--- src/rtl/core/tse_pkg.sv ---
// types and constants of the topological sort engine
// no dependencies
package tse_pkg;

	localparam int VERTEX_W = 5;
	localparam int CFG_W    = 6;

	localparam logic             OP_ADD   = 1'b0;
	localparam logic             OP_RUN   = 1'b1;
	localparam logic [CFG_W-1:0] VC_RESET = 6'd32;

	typedef struct packed {
		logic                operation;
		logic [VERTEX_W-1:0] edge_from;
		logic [VERTEX_W-1:0] edge_to;
	} in_item_t;

	typedef struct packed {
		logic [VERTEX_W-1:0] vertex;
		logic                is_verdict;
		logic                acyclic;
		logic                overflow;
		logic                last;
	} out_item_t;

	// strobes of a generic ram port pair
	typedef struct packed {
		logic we;
		logic re;
	} ram_ctrl_t;

	// strobes of the in-degree store
	typedef struct packed {
		logic rd;
		logic wr;
		logic clear;
	} deg_ctrl_t;

endpackage

--- src/rtl/core/tse_ram.sv ---
// generic simple dual-port ram, one write and one registered read port
// no dependencies
module tse_ram #(
	parameter int WIDTH = 8,
	parameter int DEPTH = 16,
	localparam int AW = (DEPTH > 1) ? $clog2(DEPTH) : 1
) (
	input  logic             clk,
	input  logic             we,
	input  logic [AW-1:0]    waddr,
	input  logic [WIDTH-1:0] wdata,
	input  logic             re,
	input  logic [AW-1:0]    raddr,
	output logic [WIDTH-1:0] rdata
);

	logic [WIDTH-1:0] mem [DEPTH];

	always_ff @(posedge clk) begin
		if (we) begin
			mem[waddr] <= wdata;
		end
		if (re) begin
			rdata <= mem[raddr];
		end
	end

endmodule

--- src/rtl/core/tse_deg_store.sv ---
// in-degree store: ram with per-vertex valid bits, invalid entries read as zero
// depends on tse_pkg and tse_ram
module tse_deg_store #(
	parameter int MAX_VERTICES = 32,
	parameter int MAX_EDGES    = 256,
	localparam int VW = $clog2(MAX_VERTICES),
	localparam int DW = $clog2(MAX_EDGES + 1)
) (
	input  logic               clk,
	input  logic               arst_n,
	input  tse_pkg::deg_ctrl_t ctrl,
	input  logic [VW-1:0]      raddr,
	input  logic [VW-1:0]      waddr,
	input  logic [DW-1:0]      wdata,
	output logic [DW-1:0]      rdata
);
	import tse_pkg::*;

	logic [MAX_VERTICES-1:0] valid_q;
	logic                    rd_vld_q;
	logic [DW-1:0]           ram_rdata;

	tse_ram #(
		.WIDTH(DW),
		.DEPTH(MAX_VERTICES)
	) u_ram (
		.clk  (clk),
		.we   (ctrl.wr),
		.waddr(waddr),
		.wdata(wdata),
		.re   (ctrl.rd),
		.raddr(raddr),
		.rdata(ram_rdata)
	);

	// whole store clears at once through the valid bits
	always_ff @(posedge clk or negedge arst_n) begin
		if (!arst_n) begin
			valid_q  <= '0;
			rd_vld_q <= 1'b0;
		end else begin
			if (ctrl.clear) begin
				valid_q <= '0;
			end else if (ctrl.wr) begin
				valid_q[waddr] <= 1'b1;
			end
			if (ctrl.rd) begin
				rd_vld_q <= valid_q[raddr];
			end
		end
	end

	assign rdata = rd_vld_q ? ram_rdata : '0;

endmodule

--- src/rtl/core/tse_sequencer.sv ---
// sequencer of the topological sort: edge loading, ready queue and edge walk
// depends on tse_pkg; drives the edge store, ready fifo and in-degree store
module tse_sequencer #(
	parameter int MAX_VERTICES = 32,
	parameter int MAX_EDGES    = 256,
	localparam int VW  = $clog2(MAX_VERTICES),
	localparam int VCW = $clog2(MAX_VERTICES + 1),
	localparam int AW  = (MAX_EDGES > 1) ? $clog2(MAX_EDGES) : 1,
	localparam int EW  = $clog2(MAX_EDGES + 1),
	localparam int DW  = EW,
	localparam int ED_W = 2 * tse_pkg::VERTEX_W
) (
	input  logic               clk,
	input  logic               arst_n,
	input  logic [VCW-1:0]     n,
	input  logic               in_valid,
	output logic               in_ready,
	input  tse_pkg::in_item_t  in_data,
	output logic               res_valid,
	input  logic               res_ready,
	output tse_pkg::out_item_t res_data,
	output tse_pkg::ram_ctrl_t edge_ctrl,
	output logic [AW-1:0]      edge_waddr,
	output logic [ED_W-1:0]    edge_wdata,
	output logic [AW-1:0]      edge_raddr,
	input  logic [ED_W-1:0]    edge_rdata,
	output tse_pkg::ram_ctrl_t fifo_ctrl,
	output logic [VW-1:0]      fifo_waddr,
	output logic [VW-1:0]      fifo_wdata,
	output logic [VW-1:0]      fifo_raddr,
	input  logic [VW-1:0]      fifo_rdata,
	output tse_pkg::deg_ctrl_t deg_ctrl,
	output logic [VW-1:0]      deg_raddr,
	output logic [VW-1:0]      deg_waddr,
	output logic [DW-1:0]      deg_wdata,
	input  logic [DW-1:0]      deg_rdata
);
	import tse_pkg::*;

	typedef enum logic [10:0] {
		S_IDLE     = 11'b000_0000_0001,
		S_ADD_RD   = 11'b000_0000_0010,
		S_ADD_WR   = 11'b000_0000_0100,
		S_SCAN_RD  = 11'b000_0000_1000,
		S_SCAN_CHK = 11'b000_0001_0000,
		S_POP_RD   = 11'b000_0010_0000,
		S_POP_EMIT = 11'b000_0100_0000,
		S_EDGE_RD  = 11'b000_1000_0000,
		S_EDGE_CHK = 11'b001_0000_0000,
		S_DEG_UPD  = 11'b010_0000_0000,
		S_VERDICT  = 11'b100_0000_0000
	} state_t;

	state_t         state_q, state_d;
	logic [EW-1:0]  edges_q, edges_d;
	logic           dropped_q, dropped_d;
	logic [VCW-1:0] idx_q, idx_d;
	logic [VCW-1:0] head_q, head_d;
	logic [VCW-1:0] tail_q, tail_d;
	logic [EW-1:0]  e_q, e_d;
	logic [VW-1:0]  cur_q, cur_d;
	logic [VW-1:0]  tgt_q, tgt_d;
	logic [VW-1:0]  to_q, to_d;

	logic                in_fire;
	logic                add_drop;
	logic [DW-1:0]       deg_next;
	logic [VERTEX_W-1:0] ed_src;
	logic [VERTEX_W-1:0] ed_tgt;

	assign in_ready = (state_q == S_IDLE);
	assign in_fire  = in_valid && in_ready;
	assign add_drop = (edges_q == EW'(MAX_EDGES))
		|| (7'(in_data.edge_from) >= 7'(MAX_VERTICES))
		|| (7'(in_data.edge_to) >= 7'(MAX_VERTICES));

	assign ed_src = edge_rdata[ED_W-1:VERTEX_W];
	assign ed_tgt = edge_rdata[VERTEX_W-1:0];

	// shared degree adder: +1 when loading an edge, -1 when walking one
	assign deg_next = deg_rdata + ((state_q == S_ADD_WR) ? DW'(1) : {DW{1'b1}});

	always_comb begin
		state_d   = state_q;
		edges_d   = edges_q;
		dropped_d = dropped_q;
		idx_d     = idx_q;
		head_d    = head_q;
		tail_d    = tail_q;
		e_d       = e_q;
		cur_d     = cur_q;
		tgt_d     = tgt_q;
		to_d      = to_q;

		edge_ctrl  = '0;
		edge_waddr = edges_q[AW-1:0];
		edge_wdata = {in_data.edge_from, in_data.edge_to};
		edge_raddr = e_q[AW-1:0];
		fifo_ctrl  = '0;
		fifo_waddr = tail_q[VW-1:0];
		fifo_wdata = tgt_q;
		fifo_raddr = head_q[VW-1:0];
		deg_ctrl   = '0;
		deg_raddr  = to_q;
		deg_waddr  = to_q;
		deg_wdata  = deg_next;

		res_valid = 1'b0;
		res_data  = '0;

		unique case (state_q)
			S_IDLE: begin
				if (in_fire) begin
					if (in_data.operation == OP_RUN) begin
						idx_d   = '0;
						head_d  = '0;
						tail_d  = '0;
						state_d = S_SCAN_RD;
					end else if (add_drop) begin
						dropped_d = 1'b1;
					end else begin
						edge_ctrl.we = 1'b1;
						edges_d      = edges_q + EW'(1);
						to_d         = VW'(in_data.edge_to);
						state_d      = S_ADD_RD;
					end
				end
			end
			S_ADD_RD: begin
				deg_ctrl.rd = 1'b1;
				state_d     = S_ADD_WR;
			end
			S_ADD_WR: begin
				deg_ctrl.wr = 1'b1;
				state_d     = S_IDLE;
			end
			S_SCAN_RD: begin
				deg_raddr = idx_q[VW-1:0];
				if (idx_q < n) begin
					deg_ctrl.rd = 1'b1;
					state_d     = S_SCAN_CHK;
				end else begin
					state_d = S_POP_RD;
				end
			end
			S_SCAN_CHK: begin
				fifo_wdata = idx_q[VW-1:0];
				if (deg_rdata == '0) begin
					fifo_ctrl.we = 1'b1;
					tail_d       = tail_q + VCW'(1);
				end
				idx_d   = idx_q + VCW'(1);
				state_d = S_SCAN_RD;
			end
			S_POP_RD: begin
				if (head_q < tail_q) begin
					fifo_ctrl.re = 1'b1;
					head_d       = head_q + VCW'(1);
					state_d      = S_POP_EMIT;
				end else begin
					state_d = S_VERDICT;
				end
			end
			S_POP_EMIT: begin
				res_valid       = 1'b1;
				res_data.vertex = VERTEX_W'(fifo_rdata);
				if (res_ready) begin
					cur_d   = fifo_rdata;
					e_d     = '0;
					state_d = S_EDGE_RD;
				end
			end
			S_EDGE_RD: begin
				if (e_q < edges_q) begin
					edge_ctrl.re = 1'b1;
					state_d      = S_EDGE_CHK;
				end else begin
					state_d = S_POP_RD;
				end
			end
			S_EDGE_CHK: begin
				deg_raddr = VW'(ed_tgt);
				if (7'(ed_src) == 7'(cur_q)) begin
					deg_ctrl.rd = 1'b1;
					tgt_d       = VW'(ed_tgt);
					state_d     = S_DEG_UPD;
				end else begin
					e_d     = e_q + EW'(1);
					state_d = S_EDGE_RD;
				end
			end
			S_DEG_UPD: begin
				deg_waddr = tgt_q;
				if (deg_rdata != '0) begin
					deg_ctrl.wr = 1'b1;
					// target reaches zero: queue it if it is in the graph
					if ((deg_rdata == DW'(1)) && (7'(tgt_q) < 7'(n))) begin
						fifo_ctrl.we = 1'b1;
						tail_d       = tail_q + VCW'(1);
					end
				end
				e_d     = e_q + EW'(1);
				state_d = S_EDGE_RD;
			end
			S_VERDICT: begin
				res_valid           = 1'b1;
				res_data.is_verdict = 1'b1;
				res_data.acyclic    = (tail_q == n);
				res_data.overflow   = dropped_q;
				res_data.last       = 1'b1;
				if (res_ready) begin
					deg_ctrl.clear = 1'b1;
					edges_d        = '0;
					dropped_d      = 1'b0;
					state_d        = S_IDLE;
				end
			end
			default: begin
				state_d = S_IDLE;
			end
		endcase
	end

	always_ff @(posedge clk or negedge arst_n) begin
		if (!arst_n) begin
			state_q   <= S_IDLE;
			edges_q   <= '0;
			dropped_q <= 1'b0;
			idx_q     <= '0;
			head_q    <= '0;
			tail_q    <= '0;
			e_q       <= '0;
		end else begin
			state_q   <= state_d;
			edges_q   <= edges_d;
			dropped_q <= dropped_d;
			idx_q     <= idx_d;
			head_q    <= head_d;
			tail_q    <= tail_d;
			e_q       <= e_d;
		end
	end

	always_ff @(posedge clk) begin
		cur_q <= cur_d;
		tgt_q <= tgt_d;
		to_q  <= to_d;
	end

endmodule

--- src/rtl/core/topological_sort_engine_unit.sv ---
// top level of the topological sort engine (kahn's algorithm over an edge store)
// depends on tse_pkg, tse_ram, tse_deg_store and tse_sequencer
//
// Edges are loaded one transaction at a time with operation add; a run transaction
// (operation run) sorts the vertices 0..n-1, where n is the vertex_count register
// clipped to MAX_VERTICES, and returns one vertex transaction per ordered vertex
// followed by a verdict transaction with last set. Successors are visited in the
// order their edges were loaded. An accepted edge is handled as an edge store
// write, then a read-modify-write of its target's in-degree through the registered
// read of the degree ram, and no new transaction is taken until that write is done;
// a dropped edge is taken in idle and only sets the overflow flag. A run scans the
// in-degrees of vertices 0..n-1, queueing each zero one in the ready fifo, then per
// ordered vertex pops the ready fifo, emits the vertex and walks every stored edge,
// decrementing the in-degree of each matching target; a final fifo check leads to
// the verdict; back-pressure stalls the run. in_ready is low for the whole run.
// After the verdict the edge count and overflow flag are reset and the in-degrees
// are cleared at once through valid bits, so there is no clearing pass.
// vertex_count may be written only while the block is idle.
module topological_sort_engine_unit #(
	parameter int MAX_VERTICES = 32,
	parameter int MAX_EDGES    = 256
) (
	input  logic                         clk,
	input  logic                         arst_n,
	input  logic                         cfg_wr_en,
	input  logic [tse_pkg::CFG_W-1:0]    cfg_wr_data,
	input  logic                         in_valid,
	output logic                         in_ready,
	input  tse_pkg::in_item_t            in_data,
	output logic                         out_valid,
	input  logic                         out_ready,
	output tse_pkg::out_item_t           out_data
);
	import tse_pkg::*;

	localparam int VW   = $clog2(MAX_VERTICES);
	localparam int VCW  = $clog2(MAX_VERTICES + 1);
	localparam int AW   = (MAX_EDGES > 1) ? $clog2(MAX_EDGES) : 1;
	localparam int DW   = $clog2(MAX_EDGES + 1);
	localparam int ED_W = 2 * VERTEX_W;

	// configuration register
	logic [CFG_W-1:0] vertex_count_q;
	logic [VCW-1:0]   n_vert;

	// output register between the sequencer and the result channel
	logic      out_valid_q;
	out_item_t out_q;
	logic      res_valid;
	logic      res_ready;
	out_item_t res_data;

	// edge store: source in the upper half, target in the lower half
	ram_ctrl_t        edge_ctrl;
	logic [AW-1:0]    edge_waddr;
	logic [ED_W-1:0]  edge_wdata;
	logic [AW-1:0]    edge_raddr;
	logic [ED_W-1:0]  edge_rdata;

	// ready fifo of zero in-degree vertices
	ram_ctrl_t        fifo_ctrl;
	logic [VW-1:0]    fifo_waddr;
	logic [VW-1:0]    fifo_wdata;
	logic [VW-1:0]    fifo_raddr;
	logic [VW-1:0]    fifo_rdata;

	// in-degree store
	deg_ctrl_t        deg_ctrl;
	logic [VW-1:0]    deg_raddr;
	logic [VW-1:0]    deg_waddr;
	logic [DW-1:0]    deg_wdata;
	logic [DW-1:0]    deg_rdata;

	always_ff @(posedge clk or negedge arst_n) begin
		if (!arst_n) begin
			vertex_count_q <= VC_RESET;
		end else if (cfg_wr_en) begin
			vertex_count_q <= cfg_wr_data;
		end
	end

	// vertex counts above the store size saturate
	always_comb begin
		if (7'(vertex_count_q) > 7'(MAX_VERTICES)) begin
			n_vert = VCW'(MAX_VERTICES);
		end else begin
			n_vert = VCW'(vertex_count_q);
		end
	end

	// the sequencer may load a new result whenever the register is empty or empties this cycle
	assign res_ready = !out_valid_q || out_ready;

	always_ff @(posedge clk or negedge arst_n) begin
		if (!arst_n) begin
			out_valid_q <= 1'b0;
		end else if (res_valid && res_ready) begin
			out_valid_q <= 1'b1;
		end else if (out_ready) begin
			out_valid_q <= 1'b0;
		end
	end

	always_ff @(posedge clk) begin
		if (res_valid && res_ready) begin
			out_q <= res_data;
		end
	end

	assign out_valid = out_valid_q;
	assign out_data  = out_q;

	tse_ram #(
		.WIDTH(ED_W),
		.DEPTH(MAX_EDGES)
	) u_edge_ram (
		.clk  (clk),
		.we   (edge_ctrl.we),
		.waddr(edge_waddr),
		.wdata(edge_wdata),
		.re   (edge_ctrl.re),
		.raddr(edge_raddr),
		.rdata(edge_rdata)
	);

	tse_ram #(
		.WIDTH(VW),
		.DEPTH(MAX_VERTICES)
	) u_fifo_ram (
		.clk  (clk),
		.we   (fifo_ctrl.we),
		.waddr(fifo_waddr),
		.wdata(fifo_wdata),
		.re   (fifo_ctrl.re),
		.raddr(fifo_raddr),
		.rdata(fifo_rdata)
	);

	tse_deg_store #(
		.MAX_VERTICES(MAX_VERTICES),
		.MAX_EDGES   (MAX_EDGES)
	) u_deg_store (
		.clk   (clk),
		.arst_n(arst_n),
		.ctrl  (deg_ctrl),
		.raddr (deg_raddr),
		.waddr (deg_waddr),
		.wdata (deg_wdata),
		.rdata (deg_rdata)
	);

	tse_sequencer #(
		.MAX_VERTICES(MAX_VERTICES),
		.MAX_EDGES   (MAX_EDGES)
	) u_seq (
		.clk       (clk),
		.arst_n    (arst_n),
		.n         (n_vert),
		.in_valid  (in_valid),
		.in_ready  (in_ready),
		.in_data   (in_data),
		.res_valid (res_valid),
		.res_ready (res_ready),
		.res_data  (res_data),
		.edge_ctrl (edge_ctrl),
		.edge_waddr(edge_waddr),
		.edge_wdata(edge_wdata),
		.edge_raddr(edge_raddr),
		.edge_rdata(edge_rdata),
		.fifo_ctrl (fifo_ctrl),
		.fifo_waddr(fifo_waddr),
		.fifo_wdata(fifo_wdata),
		.fifo_raddr(fifo_raddr),
		.fifo_rdata(fifo_rdata),
		.deg_ctrl  (deg_ctrl),
		.deg_raddr (deg_raddr),
		.deg_waddr (deg_waddr),
		.deg_wdata (deg_wdata),
		.deg_rdata (deg_rdata)
	);

endmodule

--- config.mk ---
export PLATFORM = sky130hd
export DESIGN_NAME = topological_sort_engine_unit
export DESIGN_NICKNAME = d
export VERILOG_FILES = /design/src/rtl/core/tse_pkg.sv /design/src/rtl/core/tse_ram.sv /design/src/rtl/core/tse_deg_store.sv /design/src/rtl/core/tse_sequencer.sv /design/src/rtl/core/topological_sort_engine_unit.sv
export SDC_FILE = /design/constraint.sdc
export NUM_CORES = 2
export LEC_CHECK = 0
export BUFFER_PORTS_ARGS = -buffer_cell sky130_fd_sc_hd__buf_2
export CAP_MARGIN = 20
export CELL_PAD_IN_SITES_DETAIL_PLACEMENT = 1
export CELL_PAD_IN_SITES_GLOBAL_PLACEMENT = 1
export CORE_ASPECT_RATIO = 0.8
export CORE_UTILIZATION = 53
export CTS_BUF_LIST = sky130_fd_sc_hd__clkbuf_4
export DETAILED_ROUTE_END_ITERATION = 8
export GPL_TIMING_DRIVEN = 0
export PLACE_DENSITY_LB_ADDON = 0.1
export SYNTH_ARGS = -nofsm -noshare
export SYNTH_HDL_FRONTEND = slang
export SYNTH_HIERARCHICAL = 1
export SYNTH_SLANG_ARGS = --single-unit
--- constraint.sdc ---
create_clock -name clk -period 4.2 [get_ports clk]
set_input_delay 0.21 -clock clk [delete_from_list [all_inputs] [get_ports clk]]
set_output_delay 0.21 -clock clk [all_outputs]
set_load 0.05 [all_outputs]
==> reports/results.tsv <==
metric	value	unit
setup_slack	-196	ps
fin_crit	4400	ps
fp.dieW	542	um
antenna_found_initial	30	
gp_congestion	0.956	
crit_top_cell	buf_2	
avgRoutedWirePerCell	38.5	um
cts_buffers	759	
crit_buf_inv	5	
portBuffers	26	
grt_usage	35.4	%
syn_avg_cell_area	20.4	um2
crit_path_max_fanout	10	
rsz0062_at_grt	yes	
slowest_delay	560	ps
clk_pin_slew	60	ps
grt_pass1_vias	72500	
slowest_stage	buf_2	
cp.depth	10	
core	232000	um2
ys_types	76	
dieArea	236000	um2
synthTopCellsByCount	3056 x edfxtp_1, 635 x mux4_2, 434 x nor2_1	
io_pins	33	
layout-drive-gt1-share	34.7	%
rr_worst_depth	10	
min_path_type	in2reg	
p_leak	48.1	nW
relSlewSlack	15.2	%
cts_sinks	3144	
whs	148	ps
clock_skew	93.5	ps
synth.most_common_cell	edfxtp_1	
hold_path_depth	3	
drt_iter0_drc	11400	
drt-vias-per-instance	6.70	
yosysSeqAreaShare	75.9	%
hpwl	270000	um
worst-slew-pin-transition	1270	ps
cts_buffer_depth	4	
insertion_delay	1540	ps
tns	-1950	ps
drtPass1Iterations	6	
fin_util	61.8	%
synth_top_flop_cell	edfxtp_1	
peakVddDrop	0.000417	V
clock-root-buffer	clkbuf_4	
fmax	0.228	GHz
critPathLaunchType	flip-flop	
ant_nets	0	
row_count	158	
yosys_warnings	6	
async_flop_share	2.80	%
ys_top_cells_by_area	edfxtp_1 74%, mux4_2 12%, mux2i_1 1.8%, dfrtp_1 1.7%, nor2_1 1.3%	
layout.nets	7231	
violations	setup timing	
drcViolationCount	0	
wl	417000	um
ctsHtreeMaxLevel	6	
final-hold-violation-count	0	
required	5390	ps
max-cap-violations	0	
die_h	434	um
syn_area	124000	um2
outcome	finished, violations left	
overflow	0	
power_density	508	nW/um2
drv_slew	0	
syn-num-nets	6141	
grt_pass1_wl	568000	um
crit_arrival	5580	ps
grt_max_degree	162	
crit_type	reg2reg	
setup_viol	34	
cts_tree	done	
ys_ff_latch	3144	
critPathCaptureType	flip-flop	
yosysTopAreaCellShare	74.1	%
fin_crit_sh	105	%
path_cells	buf_4 > clkbuf_4 > nor2b_4 > clkbuf_2 > buf_2 > a22oi_1 > a21oi_1 > o32ai_1 > buf_2 > nor3_4	
yosys.area.top_type	edfxtp_1	
area_growth_syn_to_layout	15.8	%
path_delay_family	buffers and inverters	
vias	72500	
syn_inst	6082	
start_util	53.4	%
synth_edf_count	3056	
-- per-stage QoR --
step                      power [mW]  area (um2)  setup slack, ps  cells
after global placement          46.9      128000            -2340   9228
final                           72.9      143000             -196  10800
after floorplan                 42.5      124000              176   6082
after detailed placement        47.7      130000            -2100   9375
after global routing            74.9      143000             -143  10800
after CTS                       72.6      143000             -264  10800
-- final cells by class --
class,instances,area (um2)
Timing Repair Buffer,335,3890
Tap cell,3120,3900
Clock inverter,233,1370
Antenna cell,20,50.0
Inverter,33,124
Multi-Input combinational cell,2527,29300
Fill cell,20000,88700
Sequential cell,3144,94000
Clock buffer,1045,7850
Buffer,372,2970
-- cells in the final DEF, fill, tap and decap left out, types with 22 or more instances in the layout --
cell           instances
clkbuf_4            1067
o221ai_1              39
inv_1                 31
mux2i_1              227
nor2_1               217
buf_2                 69
nor2b_1               38
nand2b_1              23
o22ai_1               58
o21ai_0               31
dfrtp_1               86
a21oi_1              164
edfxtp_1            3056
buf_12                52
buf_6                 87
buf_8                 64
dlygate4sd3_1         49
buf_16                22
nand3_1               49
nand2_1               97
clkinv_2              26
buf_4                192
ha_1                  36
nor2_4               143
nor3_1                30
a22oi_1              198
nand4_1               25
clkbuf_2              38
mux4_2               635
clkbuf_1              87
clkinv_1             163
nor2_2                74
mux4_1                41
and2_1                23
-- per-layer routing --
metal	routed length [um]	up-vias	share of wire [%]	GRT usage [%]
met5	186	-	0.045	0.0609
met4	20700	24	5.0	16.3
met3	62400	993	15	13.4
met2	174000	5525	42	48.4
met1	159000	38100	38	50.5
li1	-	27900	-	-
-- worst register-to-register path: cells and delay by family, from the launching register on --
kind,cells,cell delay [ps]
flops,1,470
buf+inv,5,1870
compound gates,3,930
simple gates,2,860
-- where the power goes --
part           internal [mW]  switching [mW]
clock network           12.4            12.5
logic                   4.05            8.18
registers               35.6           0.200
total                   52.0            20.9
-- path summary, 6_finish.rpt --
check                                                   start                                   to  slack, ps
worst max register to register       u_seq/e_q[2]$_DFFE_PN0P_        u_edge_ram/rdata[4]$_DFFE_PP_       -200
min in group asynchronous                              arst_n  u_deg_store/valid_q[24]$_DFFE_PN0P_        320
worst max-delay path                 u_seq/e_q[2]$_DFFE_PN0P_        u_edge_ram/rdata[4]$_DFFE_PP_       -200
worst min register to register  u_edge_ram/rdata[1]$_DFFE_PP_             u_seq/tgt_q[1]$_DFFE_PP_        460
max in group asynchronous                              arst_n         u_seq/state_q[0]$_DFFE_PN1P_       3280
worst min-delay path                               in_data[3]              u_seq/to_q[3]$_DFFE_PP_        150
-- sequential cells by signal, indices dropped and copies added, names as in the netlist, 9 cells and up --
signal	count
u_edge_ram/mem	2560
u_deg_store/u_ram/mem	288
u_fifo_ram/mem	160
u_deg_store/valid_q	32
u_seq/state_q	11
u_edge_ram/rdata	10
out_data	9
u_deg_store/u_ram/rdata	9
u_seq/e_q	9
u_seq/edges_q	9
-- logic make-up after synthesis --
group / count (synthesis) / share of synthesized area, %
AND/OR/NAND/NOR: 871 / 3.32
buffers and inverters: 411 / 2.06
adder cells (fa/ha/maj): 37 / 0.380
AO/OA/AOI/OAI: 650 / 3.58
flip-flops: 3144 / 75.9
XOR/XNOR: 39 / 0.276
multiplexers: 930 / 14.5
-- what timing repair did --
action / CTS / global route
gates resized for setup: 520 / 116
buffers inserted: 84 / 3
pin swaps: 52 / 8
hold buffers: 55 / 0
setup endpoints to repair: 3001 / 981
hold endpoints to repair: 2968 / 0
Note: power is estimated with default switching activity, not from simulation.
